--- src/rtp_pkg.sv ---
// ----------------------------------------------------------------------------
// rtp_pkg
// Types and constants shared by the report trigger policy block.
// ----------------------------------------------------------------------------
package rtp_pkg;

	localparam int IntervalMinDefault = 10;
	localparam int IntervalMaxDefault = 250;

	localparam logic [15:0] IntervalReset = 16'd60;
	localparam logic [7:0]  SecSat        = 8'd250;
	localparam logic [7:0]  RunStatusSecs = 8'd5;
	localparam logic [6:0]  MoveStep      = 7'd10;
	localparam logic [6:0]  FullOpen      = 7'd100;

	typedef struct packed {
		logic [6:0] opening_pct;
		logic       motor_running;
	} tick_t;

	typedef struct packed {
		logic send_full;
		logic send_status;
	} report_t;

endpackage

--- src/report_trigger_policy_unit.sv ---
// ----------------------------------------------------------------------------
// report_trigger_policy_unit
// Per-tick report trigger: full, status-only or no report for each tick.
//
//   channel  dir  handshake        payload
//   tick     in   valid / stall    rtp_pkg::tick_t
//   report   out  valid / stall    rtp_pkg::report_t
//   cfg      in   valid / ready    upload_interval, 16 bit
//
// One tick per cycle sustained while report is not stalled; a tick beat loads
// the input register, whose report loads the result register on advance.
// Reset clears the trigger state, sets the first-report flag, interval 60.
// A stalled report holds; the input register still fills, then tick stalls.
// cfg is always ready.
// ----------------------------------------------------------------------------
module report_trigger_policy_unit #(
	parameter int INTERVAL_MIN = rtp_pkg::IntervalMinDefault,
	parameter int INTERVAL_MAX = rtp_pkg::IntervalMaxDefault
) (
	input  logic             clk,
	input  logic             arst_n,
	input  logic             tick_valid,
	output logic             tick_stall,
	input  rtp_pkg::tick_t   tick,
	output logic             report_valid,
	input  logic             report_stall,
	output rtp_pkg::report_t report,
	input  logic             cfg_valid,
	output logic             cfg_ready,
	input  logic [15:0]      cfg_data
);

	logic             valid_s1;
	rtp_pkg::tick_t   tick_s1;
	logic             out_valid_q;
	rtp_pkg::report_t out_q;
	logic [15:0]      interval_q;
	logic             advance;
	rtp_pkg::report_t res;

	assign advance      = valid_s1 && (!out_valid_q || !report_stall);
	assign tick_stall   = valid_s1 && !advance;
	assign report_valid = out_valid_q;
	assign report       = out_q;
	assign cfg_ready    = 1'b1;

	always_ff @(posedge clk or negedge arst_n) begin
		if (!arst_n) begin
			interval_q <= rtp_pkg::IntervalReset;
		end else if (cfg_valid && cfg_ready) begin
			interval_q <= cfg_data;
		end
	end

	always_ff @(posedge clk or negedge arst_n) begin
		if (!arst_n) begin
			valid_s1 <= 1'b0;
		end else if (!tick_stall) begin
			valid_s1 <= tick_valid;
		end
	end

	always_ff @(posedge clk) begin
		if (tick_valid && !tick_stall) begin
			tick_s1 <= tick;
		end
	end

	always_ff @(posedge clk or negedge arst_n) begin
		if (!arst_n) begin
			out_valid_q <= 1'b0;
		end else if (advance) begin
			out_valid_q <= 1'b1;
		end else if (!report_stall) begin
			out_valid_q <= 1'b0;
		end
	end

	always_ff @(posedge clk) begin
		if (advance) begin
			out_q <= res;
		end
	end

	rtp_core #(
		.INTERVAL_MIN(INTERVAL_MIN),
		.INTERVAL_MAX(INTERVAL_MAX)
	) u_core (
		.clk            (clk),
		.arst_n         (arst_n),
		.en             (advance),
		.tick           (tick_s1),
		.upload_interval(interval_q),
		.res            (res)
	);

endmodule

--- src/rtp_core.sv ---
// ----------------------------------------------------------------------------
// rtp_core
// Trigger state and per-tick decision; state advances on each enabled beat.
// ----------------------------------------------------------------------------
module rtp_core #(
	parameter int INTERVAL_MIN = rtp_pkg::IntervalMinDefault,
	parameter int INTERVAL_MAX = rtp_pkg::IntervalMaxDefault
) (
	input  logic             clk,
	input  logic             arst_n,
	input  logic             en,
	input  rtp_pkg::tick_t   tick,
	input  logic [15:0]      upload_interval,
	output rtp_pkg::report_t res
);

	localparam logic [15:0] Min16 = 16'(INTERVAL_MIN);
	localparam logic [15:0] Max16 = 16'(INTERVAL_MAX);

	logic [7:0] full_seconds_q;
	logic [7:0] status_seconds_q;
	logic [6:0] last_opening_q;
	logic       last_valid_q;
	logic       was_running_q;
	logic       first_due_q;

	logic [15:0] interval;
	logic [7:0]  full_inc;
	logic [7:0]  status_inc;
	logic [6:0]  open;
	logic [6:0]  delta;
	logic        running;
	logic        big_move;
	logic        need;
	logic        fire_full;

	always_comb begin
		if (upload_interval < Min16) begin
			interval = Min16;
		end else if (upload_interval > Max16) begin
			interval = Max16;
		end else begin
			interval = upload_interval;
		end
	end

	always_comb begin
		open       = (tick.opening_pct > rtp_pkg::FullOpen) ? rtp_pkg::FullOpen
		                                                   : tick.opening_pct;
		running    = tick.motor_running;
		full_inc   = (full_seconds_q < rtp_pkg::SecSat) ? full_seconds_q + 8'd1
		                                                : full_seconds_q;
		status_inc = (status_seconds_q < rtp_pkg::SecSat) ? status_seconds_q + 8'd1
		                                                  : status_seconds_q;
		delta      = (open >= last_opening_q) ? open - last_opening_q
		                                      : last_opening_q - open;
		big_move   = delta >= rtp_pkg::MoveStep;

		if (running) begin
			need = !was_running_q || (last_valid_q && big_move) ||
			       (status_inc >= rtp_pkg::RunStatusSecs);
		end else if (was_running_q) begin
			need = 1'b1;
		end else begin
			need = last_valid_q && (open != last_opening_q) &&
			       ((open == 7'd0) || (open >= rtp_pkg::FullOpen) || big_move);
		end

		fire_full       = first_due_q || ({8'd0, full_inc} >= interval);
		res.send_full   = fire_full;
		res.send_status = !fire_full && need;
	end

	always_ff @(posedge clk or negedge arst_n) begin
		if (!arst_n) begin
			full_seconds_q   <= 8'd0;
			status_seconds_q <= 8'd0;
			last_opening_q   <= 7'd0;
			last_valid_q     <= 1'b0;
			was_running_q    <= 1'b0;
			first_due_q      <= 1'b1;
		end else if (en) begin
			was_running_q <= running;
			if (fire_full) begin
				first_due_q      <= 1'b0;
				full_seconds_q   <= 8'd0;
				status_seconds_q <= 8'd0;
				last_opening_q   <= open;
				last_valid_q     <= 1'b1;
			end else begin
				full_seconds_q <= full_inc;
				if (need) begin
					status_seconds_q <= 8'd0;
					last_opening_q   <= open;
					last_valid_q     <= 1'b1;
				end else begin
					status_seconds_q <= status_inc;
				end
			end
		end
	end

	a_first_tick_full: assert property (@(posedge clk) disable iff (!arst_n)
		en && first_due_q |-> res.send_full)
		else $error("first tick did not fire a full report");

	a_full_clears: assert property (@(posedge clk) disable iff (!arst_n)
		en && res.send_full |=> full_seconds_q == 8'd0 && status_seconds_q == 8'd0 &&
		last_valid_q && !first_due_q)
		else $error("full report did not clear counters");

	a_status_clears: assert property (@(posedge clk) disable iff (!arst_n)
		en && res.send_status |=> status_seconds_q == 8'd0 && last_valid_q)
		else $error("status report did not clear status counter");

	a_sat: assert property (@(posedge clk) disable iff (!arst_n)
		full_seconds_q <= rtp_pkg::SecSat && status_seconds_q <= rtp_pkg::SecSat)
		else $error("seconds counter beyond saturation");

endmodule

--- config.mk ---
export PLATFORM = sky130hd
export DESIGN_NAME = report_trigger_policy_unit
export DESIGN_NICKNAME = d
export VERILOG_FILES = /design/src/rtp_pkg.sv /design/src/report_trigger_policy_unit.sv /design/src/rtp_core.sv
export SDC_FILE = /design/constraint.sdc
export NUM_CORES = 1
export LEC_CHECK = 0
export BUFFER_PORTS_ARGS = -buffer_cell sky130_fd_sc_hd__buf_4
export CAP_MARGIN = 20
export CORE_ASPECT_RATIO = 2
export CORE_UTILIZATION = 50
export CTS_BUF_LIST = sky130_fd_sc_hd__clkbuf_4
export DETAILED_ROUTE_END_ITERATION = 12
export PLACE_DENSITY = 0.69
export SLEW_MARGIN = 25
export SYNTH_ARGS = -nofsm -noshare
export SYNTH_HDL_FRONTEND = slang
export SYNTH_SLANG_ARGS = --single-unit
export TNS_END_PERCENT = 5
--- constraint.sdc ---
create_clock -name clk -period 9.45 [get_ports clk]
set_input_delay 1.89 -clock clk [delete_from_list [all_inputs] [get_ports clk]]
set_output_delay 1.89 -clock clk [all_outputs]
set_load 0.05 [all_outputs]
Word-level counts from Yosys, hierarchy flattened
Index checks and enable logic that the tools add are counted.
Operators by class
  bitwise operators: 0
  reduce and logical (&&, ||, !) cells: 23
  $mul: 0
  shifts and indexed selects: 0
  magnitude comparators: 10
  equality and inequality tests: 2
  divide/modulo/power cells: 0
  $add $sub $neg: 4
  multiplexer cells: 17
Operator list (number)
  two-way mux 8 bit: 5
  two-way mux 16 bit: 2
  two-way mux 7 bit: 4
  adder 8 x 1 -> 8 bit (second input constant): 2
  >= comparator 8 x 16 -> 1 bit: 1
  > comparator 16 x 8 -> 1 bit (second input constant): 1
  less-than comparator 16 x 4 -> 1 bit (second input constant): 1
  less-than comparator 8 bit (second input constant): 2
  subtractor 7 bit: 2
  >= comparator 8 x 3 -> 1 bit (second input constant): 1
  >= comparator 7 x 4 -> 1 bit (second input constant): 1
  >= comparator 7 bit: 1
  >= comparator 7 bit (second input constant): 1
  > comparator 7 bit (second input constant): 1
  logical AND 1 bit: 7
  logical NOT 7 bit: 1
  inequality test 7 bit: 1
  logical NOT 1 bit: 6
  logical OR 1 bit: 6
  two-way mux 1 bit: 6
  AND reduction 2 bit: 2
  inequality test 2 x 1 -> 1 bit (second input constant): 1
  nonzero test 2 bit: 1
Storage, ports and cells
  ROM bits: 0
  bits in latches: 0
  bits in writable memories: 0
  memories kept: 0
  logic and storage cells: 69
  bits in registers: 54

Depth between registers and ports, before layout
  word-level depth: 11
  depth in mapped cells: 16

Cells and area by module
Synthesis repeated with hierarchy kept, for this count alone.
Unflattened totals
  cells, all modules: 345
  area total of the unflattened synthesis: 3504.6 µm²
Modules (own cells, without submodules)
  rtp_core: cells an instance 291, area each 2452.4 µm², instances 1, sequential area each 651.9 µm²
  report_trigger_policy_unit: cells an instance 54, area each 1052.3 µm², instances 1, sequential area each 755.7 µm²

Worst setup path after synthesis
No wires, ideal clock.
  kind: input port to output port
  start: in report_stall
  end: out tick_stall
  arrival: 2.327 ns
  data required time: 7.560 ns
  cell stages on the path: 2
  buffers on the path: 0
  path slack: 5.233 ns
  cell sequence: nand3_1 inv_1
On the way
  longest elaborated chain between the ends: 5
RTL lines
  start: declaration: line report_trigger_policy_unit.sv:26  | input logic report_stall,
  logical NOT 1 bit
  logical OR 1 bit: line report_trigger_policy_unit.sv:41  | assign advance = valid_s1 && (!out_valid_q || !report_stall);
  logical AND 1 bit: line report_trigger_policy_unit.sv:41
  logical NOT 1 bit: line report_trigger_policy_unit.sv:42  | assign tick_stall = valid_s1 && !advance;
  logical AND 1 bit: line report_trigger_policy_unit.sv:42
  end: declaration: line report_trigger_policy_unit.sv:23  | output logic tick_stall,
Every way passes these cells.

Worst setup path after layout
Ends and elaborated chain as after synthesis.

==> impl_metrics.ini <==
[yosys]
ys_ff_latch = 54
synthCells = 357
synthArstFlopShare_pct = 81.5
synth_top_cell_by_area = dfrtp_1
syn_avg_cell_area_sq_um = 9.66
synth_fp_nets = 411
ys_warn_count = 0
yosysSeqAreaShare_pct = 40.8
synth-edff-count = 10
ys_types = 60
synth_top_area_share_pct = 28.3
netlist_area_sq_um = 3450
synth-main-ff-cell = dfrtp_1
synth.area.top_cells = dfrtp_1 (28%), edfxtp_1 (8.7%), ha_1 (8.3%), mux2_2 (6.2%), nand2_1 (4.8%)

[clock_network]
cts_made_buffers = 5
cts_setup_buffers = 0
worstSkewPairLatency_ps = 380
cts_tree = yes
htreeDepth = 2
clockBufferDepth = 2
cts_resized = 0
clkSinkCount = 54
postCtsHoldBufs = 0
cts_root_buf = clkbuf_4
clk_pin_slew_ps = 160

[drt]
drt-total-wl_um = 7190
drt-vias-per-instance = 5.83
vias = 2736
drt_iter0_drc = 75
first_pass_iters = 4
ant_nets = 0
drc_errors = 0
wl_per_cell_um = 15.3

[placed_design]
gp_congestion = 0.869
dp_slack_ps = 5220
placed_area_sq_um = 3710
io_buffers = 32
hpwlAfterDp_um = 5570

[timing]
fin_tns_setup_ps = 0
fin_ws_ps = 5220
worst_pin_slew_ps = 618
setup_violations = 0
max_freq_ghz = 0.237
final-hold-violation-count = 0
slew_violations = 0
final.period_utilization_pct = 44.7
fin_skew_ps = 15.7
min_period_ps = 4230
rsz0062_at_grt = false
maxSlewHeadroom_pct = 58.8

[grt]
grt.overflow.total = 0
antenna_found_initial = 0
grt_pass1_vias = 2886
grt_usage_pct = 22.0
grt_max_degree = 45
grt_pass1_wl_um = 12000

[outcome]
status = completed

[setup_path]
critical_path_required_ps = 7560
slowest_stage = buf_4
reg2reg_slack_ps = 5620
r2r-end = u_core.last_opening_q[6]$_DFFE_PN0P_
reg2reg_depth = 14
crit_chain = buf_4 > nand3_1 > inv_1 > buf_4
slowest_delay_ps = 180
startpoint_type = primary input
crit_top_cell = buf_4
path_class = in2out
timing.rr.start = tick_s1[3]$_DFFE_PP_
end_kind = output port
arrival_ps = 2340
critPathMaxFanout = 3

[hold_path]
min_from = u_core.last_valid_q$_DFFE_PN0P_
whs_path_depth = 1
hold_class = reg2reg
hold_path_end = u_core.last_valid_q$_DFFE_PN0P_

[finish]
nNetsFinal = 434
fin_area_sq_um = 3770
antenna_cells = 0
drive_gt1_share_pct = 19.7
area_delta_synth_final_pct = 9.40

[power_and_ir_drop]
p_leak_nw = 1.70
powerDensity_nw_per_um2 = 183
worst_ir_drop_vdd_uv = 140
power_uw = 691

[die]
die_w_um = 60.7
rows = 42
die_y_um = 119
core_sq_um = 6620
ios = 34
design.die.area_sq_um = 7250
start_util_pct = 52.1

[job]
max_cap_viol_count = 0
Yosys cell counts, drive strengths merged (9+ instances only):
library cell	count
a21oi	17
clkbuf	9
dfrtp	39
edfxtp	10
ha	23
inv	18
mux2	20
nand2	46
nand2b	9
nand3	21
nor2	15
o21ai	19
area by class of cell:
type	count	area [sq um]
clock buffer	6	45.0
clock inverter	2	13.8
fill	641	2850
tap	88	110
multi-input combinational	268	1880
inverter	19	71.3
timing repair buffer	32	240
sequential	54	1410
sequential cells by signal, indices dropped and copies added, names as in the netlist:
signal                   count
valid_s1                     1
report                       2
interval_q                  16
u_core.last_opening_q        7
tick_s1                      8
u_core.full_seconds_q        8
u_core.was_running_q         1
u_core.last_valid_q          1
u_core.first_due_q           1
report_valid                 1
u_core.status_seconds_q      8
critical path: cells and delay by family:
kind / cells / cell delay [ps]
buf+inv: 3 / 340
simple gates: 1 / 110
kinds of logic (layout without fill, tap and decap cells):
logic type | count (synthesis) | count (layout) | share of synthesized area, %
multiplexers | 27 | 27 | 8.68
AND/OR/NAND/NOR | 128 | 128 | 18.1
adder cells (fa/ha/maj) | 25 | 25 | 9.51
XOR/XNOR | 11 | 11 | 2.79
other | 1 | 1 | 0.109
buffers and inverters | 35 | 59 | 4.54
AO/OA/AOI/OAI | 76 | 76 | 15.4
flip-flops | 54 | 54 | 40.8
placed cells by master, fill, tap and decap left out, types with 3 or more instances in the layout:
cell,n
nand2_1,44
dfrtp_1,39
buf_4,32
ha_1,23
nand3_1,21
o21ai_0,19
mux2_2,19
inv_1,18
a21oi_1,16
nor2_1,15
edfxtp_1,10
nand2b_1,9
nor3_1,7
mux2i_1,7
xnor2_1,6
a21o_1,6
clkbuf_4,6
xor2_1,5
and3_1,5
dfstp_2,5
nor4_1,4
o21a_1,4
nand4_1,4
a211oi_1,4
or3_1,4
o211a_1,3
and2_1,3
a31oi_1,3
per-stage QoR:
stage | utilization [%] | hold slack (ps) | instances
6_report | 57.0 | 491 | 469
5_1_grt | 57.0 | 515 | 469
4_1_cts | 57.0 | 495 | 469
3_5_place_dp | 56.1 | 457 | 461
3_3_place_gp | 56.1 | 451 | 461
2_1_floorplan | - | 434 | 357
where the power goes:
part           total, mW  internal (mW)  switching (mW)
sequential         0.301          0.270          0.0312
clock              0.106         0.0323          0.0740
combinational      0.284          0.129           0.155
worst max-delay path by stage:
stage / start / endpoint / slack (ps) / cells past startpoint
2_1_floorplan: report_stall / tick_stall / 5230 / 2
6_report: report_stall / tick_stall / 5220 / 4
3_3_place_gp: report_stall / tick_stall / 5230 / 4
5_1_grt: report_stall / tick_stall / 5180 / 4
4_1_cts: report_stall / tick_stall / 5220 / 4
3_5_place_dp: report_stall / tick_stall / 5220 / 4
per-layer routing:
layer | global-route usage, % | vias up | wire length (um)
met4 | 12.6 | 0 | 242
met1 | 20.1 | 1345 | 2550
li1 | - | 1319 | -
met5 | 0 | - | 0
met3 | 3.04 | 20 | 177
met2 | 42.1 | 52 | 4220
No activity file was read; power rests on OpenSTA's default activity.
